===== src/design/qte_pkg.sv =====
`timescale 1ns / 1ps
// ----------------------------------------------------------------------------
// qte_pkg
// Shared types, constants and tables for the quaternion to Euler mapper.
// ----------------------------------------------------------------------------
package qte_pkg;

    localparam int CORDIC_STEPS_DEF = 16;
    localparam int TABLE_LEN        = 24;
    localparam int CFG_IDX_W        = 3;
    localparam int CFG_DATA_W       = 32;
    localparam int CW               = 64;

    localparam logic [CFG_IDX_W-1:0] REG_MIN_INTERVAL = 3'd0;
    localparam logic [CFG_IDX_W-1:0] REG_YAW_GAIN     = 3'd1;
    localparam logic [CFG_IDX_W-1:0] REG_PITCH_GAIN   = 3'd2;
    localparam logic [CFG_IDX_W-1:0] REG_ROLL_GAIN    = 3'd3;
    localparam logic [CFG_IDX_W-1:0] REG_DEAD_BAND    = 3'd4;
    localparam logic [CFG_IDX_W-1:0] REG_INVERT_MASK  = 3'd5;

    localparam logic signed [CW-1:0] ONE_Q30   = 64'sd1073741824;
    localparam logic signed [31:0]   DEG90_Q16 = 32'sd5898240;

    typedef enum logic [3:0] {
        ST_IDLE,
        ST_PROD,
        ST_SUM,
        ST_SQRT,
        ST_PITCH,
        ST_YAW,
        ST_ROLL,
        ST_MAP,
        ST_OUT
    } state_t;

    typedef enum logic [1:0] {
        SEL_PITCH,
        SEL_YAW,
        SEL_ROLL
    } sel_t;

    typedef struct packed {
        logic load;
        logic prod;
        logic sum;
        logic sqrt_start;
        logic cordic_start;
        sel_t sel;
        logic map_step;
        logic out_load;
    } dp_cmd_t;

    typedef struct packed {
        logic sqrt_done;
        logic cordic_done;
        logic map_done;
    } dp_sts_t;

    function automatic logic signed [31:0] atan_deg(input logic [4:0] i);
        logic signed [31:0] r;
        unique case (i)
            5'd0: r = 32'sd2949120;
            5'd1: r = 32'sd1740967;
            5'd2: r = 32'sd919879;
            5'd3: r = 32'sd466945;
            5'd4: r = 32'sd234379;
            5'd5: r = 32'sd117304;
            5'd6: r = 32'sd58666;
            5'd7: r = 32'sd29335;
            5'd8: r = 32'sd14668;
            5'd9: r = 32'sd7334;
            5'd10: r = 32'sd3667;
            5'd11: r = 32'sd1833;
            5'd12: r = 32'sd917;
            5'd13: r = 32'sd458;
            5'd14: r = 32'sd229;
            5'd15: r = 32'sd115;
            5'd16: r = 32'sd57;
            5'd17: r = 32'sd29;
            5'd18: r = 32'sd14;
            5'd19: r = 32'sd7;
            5'd20: r = 32'sd4;
            5'd21: r = 32'sd2;
            5'd22: r = 32'sd1;
            default: r = 32'sd0;
        endcase
        return r;
    endfunction

endpackage


===== src/design/qte_ctrl.sv =====
`timescale 1ns / 1ps
// ----------------------------------------------------------------------------
// qte_ctrl
// Sequencer: rate check, then steps the datapath through one sample.
// ----------------------------------------------------------------------------
module qte_ctrl (
    input  logic             clk,
    input  logic             rst_n,
    input  logic             in_valid,
    output logic             in_stall,
    input  logic [31:0]      timestamp_us,
    input  logic [31:0]      min_interval,
    output logic             out_valid,
    input  logic             out_stall,
    input  qte_pkg::dp_sts_t sts,
    output qte_pkg::dp_cmd_t cmd
);
    import qte_pkg::*;

    state_t      state_reg, state_next;
    logic [31:0] last_reg, last_next;
    logic        once_reg, once_next;
    logic [31:0] ts_reg, ts_next;
    logic        valid_reg, valid_next;
    logic        drop;
    logic        take;

    assign in_stall  = (state_reg != ST_IDLE);
    assign out_valid = valid_reg;
    assign take      = in_valid && !in_stall;
    assign drop      = (min_interval != 32'd0) && once_reg
                       && ((timestamp_us - last_reg) < min_interval);

    always_ff @(posedge clk or negedge rst_n)
    begin
        if (!rst_n)
        begin
            state_reg <= ST_IDLE;
            last_reg  <= '0;
            once_reg  <= 1'b0;
            valid_reg <= 1'b0;
            ts_reg    <= '0;
        end
        else
        begin
            state_reg <= state_next;
            last_reg  <= last_next;
            once_reg  <= once_next;
            valid_reg <= valid_next;
            ts_reg    <= ts_next;
        end
    end

    always_comb
    begin
        state_next = state_reg;
        last_next  = last_reg;
        once_next  = once_reg;
        ts_next    = ts_reg;
        valid_next = valid_reg && out_stall;
        cmd        = '0;
        cmd.sel    = SEL_PITCH;
        unique case (state_reg)
            ST_IDLE:
            begin
                if (take && !drop)
                begin
                    cmd.load   = 1'b1;
                    ts_next    = timestamp_us;
                    state_next = ST_PROD;
                end
            end
            ST_PROD:
            begin
                cmd.prod   = 1'b1;
                state_next = ST_SUM;
            end
            ST_SUM:
            begin
                cmd.sum    = 1'b1;
                state_next = ST_SQRT;
            end
            ST_SQRT:
            begin
                if (sts.sqrt_done)
                begin
                    cmd.cordic_start = 1'b1;
                    state_next       = ST_PITCH;
                end
                else
                begin
                    cmd.sqrt_start = 1'b0;
                end
            end
            ST_PITCH:
            begin
                cmd.sel = SEL_PITCH;
                if (sts.cordic_done)
                begin
                    cmd.cordic_start = 1'b1;
                    cmd.sel          = SEL_YAW;
                    state_next       = ST_YAW;
                end
            end
            ST_YAW:
            begin
                cmd.sel = SEL_YAW;
                if (sts.cordic_done)
                begin
                    cmd.cordic_start = 1'b1;
                    cmd.sel          = SEL_ROLL;
                    state_next       = ST_ROLL;
                end
            end
            ST_ROLL:
            begin
                cmd.sel = SEL_ROLL;
                if (sts.cordic_done)
                begin
                    state_next = ST_MAP;
                end
            end
            ST_MAP:
            begin
                cmd.map_step = 1'b1;
                if (sts.map_done)
                begin
                    state_next = ST_OUT;
                end
            end
            ST_OUT:
            begin
                if (!valid_reg || !out_stall)
                begin
                    cmd.out_load = 1'b1;
                    valid_next   = 1'b1;
                    last_next    = ts_reg;
                    once_next    = 1'b1;
                    state_next   = ST_IDLE;
                end
            end
            default:
            begin
                state_next = ST_IDLE;
            end
        endcase
        if (state_reg == ST_SUM)
        begin
            cmd.sqrt_start = 1'b1;
        end
    end

endmodule


===== config.mk =====
export PLATFORM = sky130hd
export DESIGN_NAME = qte_ctrl
export DESIGN_NICKNAME = d
export VERILOG_FILES = /design/src/design/qte_pkg.sv /design/src/design/qte_ctrl.sv
export SDC_FILE = /design/constraint.sdc
export NUM_CORES = 1
export LEC_CHECK = 0
export BUFFER_PORTS_ARGS = -buffer_cell sky130_fd_sc_hd__buf_2
export CORE_MARGIN = 5
export CORE_UTILIZATION = 30
export CTS_CLUSTER_DIAMETER = 120
export DETAILED_ROUTE_END_ITERATION = 7
export PLACE_DENSITY_LB_ADDON = 0.15
export SKIP_LAST_GASP = 1
export SLEW_MARGIN = 20
export SYNTH_ARGS = -nofsm -noshare
export SYNTH_HDL_FRONTEND = slang
export SYNTH_SLANG_ARGS = --single-unit
export TNS_END_PERCENT = 1

===== constraint.sdc =====
create_clock -name clk -period 4.31 [get_ports clk]
set_input_delay 0.431 -clock clk [delete_from_list [all_inputs] [get_ports clk]]
set_output_delay 0.431 -clock clk [all_outputs]
set_load 0.005 [all_outputs]

==> impl_metrics.env <==
export IMPL_drive_above_1_share=0.324
export IMPL_gp_congestion=0.862
export IMPL_ys_flop_type="dfrtp_1"
export IMPL_cts_tree="built"
export IMPL_yosysTopAreaCell="dfrtp_1"
export IMPL_grt_overflow_total=0
export IMPL_crit_fanout=3
export IMPL_row_count=47
export IMPL_wl_per_cell_um=14.1
export IMPL_fin_cells=924
export IMPL_setup_violations=33
export IMPL_maxSlewViolCount=0
export IMPL_async_flop_share=1.00
export IMPL_drc_errors=0
export IMPL_period_minus_slack_ns=4.65
export IMPL_slew_headroom=0.609
export IMPL_synth_mux_area_frac=0.0713
export IMPL_violations="negative setup slack"
export IMPL_vias_per_cell=4.68
export IMPL_synth_edff_count=0
export IMPL_fin_skew_ns=0.00611
export IMPL_io_pins=82
export IMPL_gr_usage_all_layers=0.138
export IMPL_htreeDepth=3
export IMPL_ys_top_cells_by_area="dfrtp_1 (35%), ha_1 (15%), mux2_2 (7.1%)"
export IMPL_worst_slew_pin_slew_ns=0.587
export IMPL_drt_iter0_drc=139
export IMPL_yosys_area_share_adder=0.157
export IMPL_crit_path_start_kind="register"
export IMPL_clock_path_buffers=2
export IMPL_die_h_um=140
export IMPL_hold_viol=0
export IMPL_first_pass_iters=4
export IMPL_clk_root_buffer_cell="clkbuf_16"
export IMPL_hpwl_um=10500
export IMPL_yosysWarnings=0
export IMPL_die_width_um=140
export IMPL_final_util=0.401
export IMPL_timing_final_ws_setup_ns=-0.342
export IMPL_synth_xor_area_share=0.0537
export IMPL_syn_nets=683
export IMPL_synth_seq_area_share=0.346
export IMPL_critPathArrivalTime_ns=4.22
export IMPL_ir_worst_vdd_mv=0.252
export IMPL_grt_setup_unrepaired="true"
export IMPL_synth_top_family_by_area="compound AO/OA/AOI/OAI gates"
export IMPL_finalCritPeriodShare=1.08
export IMPL_drv_cap=0
export IMPL_routed_wl_um=13000
export IMPL_antenna_found_initial=0
export IMPL_max_freq_mhz=215
export IMPL_leakage_nw=3.24
export IMPL_syn_area_per_cell_sq_um=9.21
export IMPL_synth_distinct_cells=53
export IMPL_portBuffers=81
export IMPL_antenna_left=0
export IMPL_clk_latency_ns=0.34
export IMPL_critical_path_required_ns=3.88
export IMPL_end_kind="output pin"
export IMPL_hp_class="input pin to asynchronous set/reset pin"
export IMPL_syn_to_final_growth_pct=31.6
export IMPL_cts_made_buffers=9
export IMPL_synth_area_sq_mm=0.00506
export IMPL_via_count=4323
export IMPL_core_sq_mm=0.0166
export IMPL_status="finished, violations left"
export IMPL_grt_max_degree=45
export IMPL_synth_compound_area_frac=0.184
export IMPL_numClockSinks=70
export IMPL_synth_simple_area_share=0.123
export IMPL_synth_top_area_frac=0.346
export IMPL_path_class="register to output pin"
export IMPL_place_ws_ns=-0.371
export IMPL_fin_tns_setup_ns=-5.13
export IMPL_cts_hold_fix_buffers=0
export IMPL_start_util=0.305
export IMPL_die_area_sq_mm=0.0196
export IMPL_ys_ff_latch=70
export IMPL_place_inst=900
export IMPL_grt_first_pass_wirelength_um=22000
export IMPL_power_density_mw_per_mm2=488
export IMPL_synthCells=549
export IMPL_diodes=0
export IMPL_clk_pin_slew_worst_paths_ns=0.06
export IMPL_grt_pass1_vias=4575
export IMPL_nets=833
kinds of logic after synthesis:
kind of cell,Yosys count
AO/OA/AOI/OAI,140
XOR/XNOR,31
adder cells (fa/ha/maj),63
buffers and inverters,85
flip-flops,70
multiplexers,32
AND/OR/NAND/NOR,128
Yosys cell counts (3+ instances only):
library cell / number
o21a_1: 4
a31oi_1: 4
and3_1: 3
inv_1: 70
a21o_1: 23
xor2_1: 8
nor4_1: 9
o21bai_1: 3
a21oi_1: 32
clkbuf_1: 10
xnor2_1: 23
nand2b_1: 10
mux2_2: 32
buf_2: 3
nand3_1: 6
o31a_1: 4
nand2_1: 53
ha_1: 62
nor2_1: 16
nor3_1: 9
o21ai_0: 43
dfrtp_1: 70
nand4_1: 9
worst paths after layout:
path | from | endpoint | slack, ns | depth (start not counted)
max in group asynchronous | rst_n | ts_reg[1] | 3.42 | 2
hold reg to reg | ts_reg[30] | last_reg[30] | 0.47 | 2
setup / recovery | last_reg[21] | cmd[8] | -0.34 | 19
min in group clk | out_stall | out_valid | 0.33 | 3
hold / removal | rst_n | last_reg[8] | 0.09 | 1
setup reg to reg | last_reg[21] | ts_reg[17] | -0.19 | 18
through the flow:
stage	hold slack [ns]	cell area, sq um	power, mW
final	0.0896	6660	3.25
after global placement	0.447	6200	2.40
after global routing	0.131	6660	3.52
after CTS	0.288	6570	3.25
after floorplan	0.135	5100	1.96
after detailed placement	0.456	6200	2.44
worst max-delay path: stages (launching register included):
cell,delay [ns]
dfrtp_1,0.36
inv_1,0.07
ha_1,0.24
and3_1,0.20
a221o_1,0.31
a21o_1,0.19
o31a_1,0.35
or3_1,0.36
nand2_1,0.10
xnor2_1,0.13
ha_1,0.27
a21o_1,0.18
a21o_1,0.19
a21oi_2,0.17
nor2_1,0.07
nor4b_2,0.21
buf_4,0.16
a21oi_4,0.06
buf_12,0.13
buf_2,0.12
power by group:
group          leakage (nW)  switching (mW)  internal (mW)
logic                  2.18           0.704          0.800
clock network         0.152           0.276          0.476
registers             0.906           0.126          0.867
layer usage:
layer | global-route usage | routed length, um
met2 | 0.225 | 6000
met1 | 0.180 | 6340
met3 | 0.0350 | 489
met5 | 0 | 0
met4 | 0.0459 | 192
layout by cell type (no fill, tap or decap), types with 3 or more instances in the layout:
cell type / instances
and3_1: 3
o21ai_0: 40
nand2b_1: 10
xnor2_1: 23
nor3_1: 9
a21oi_1: 28
a21oi_2: 5
inv_1: 69
xor2_1: 8
mux2_2: 32
a21o_1: 23
nand4_1: 9
clkbuf_16: 9
o21ai_1: 4
ha_1: 60
nand2_1: 53
buf_2: 80
a31oi_1: 4
o21a_1: 4
nor2_1: 16
nand3_1: 6
clkinv_2: 3
nor4_1: 9
buf_4: 71
o31a_1: 4
o21bai_1: 3
dfrtp_1: 70
area by class of cell:
| type | instances | area [sq um] |
|---|---|---|
| clock inverter | 4 | 45.0 |
| inverter | 71 | 267 |
| fill | 1713 | 9930 |
| tap | 220 | 275 |
| multi-input combinational | 394 | 3090 |
| timing repair buffer | 153 | 973 |
| clock buffer | 12 | 256 |
| sequential | 70 | 1750 |
timing repair:
| action | in CTS | in global routing |
|---|---|---|
| buffers inserted | 3 | 5 |
| gates resized for setup | 8 | 9 |
| hold endpoints to repair | 0 | 0 |
| pin swaps | 4 | 13 |
| setup endpoints to repair | 31 | 33 |
Note: power is estimated with default switching activity, not from simulation.
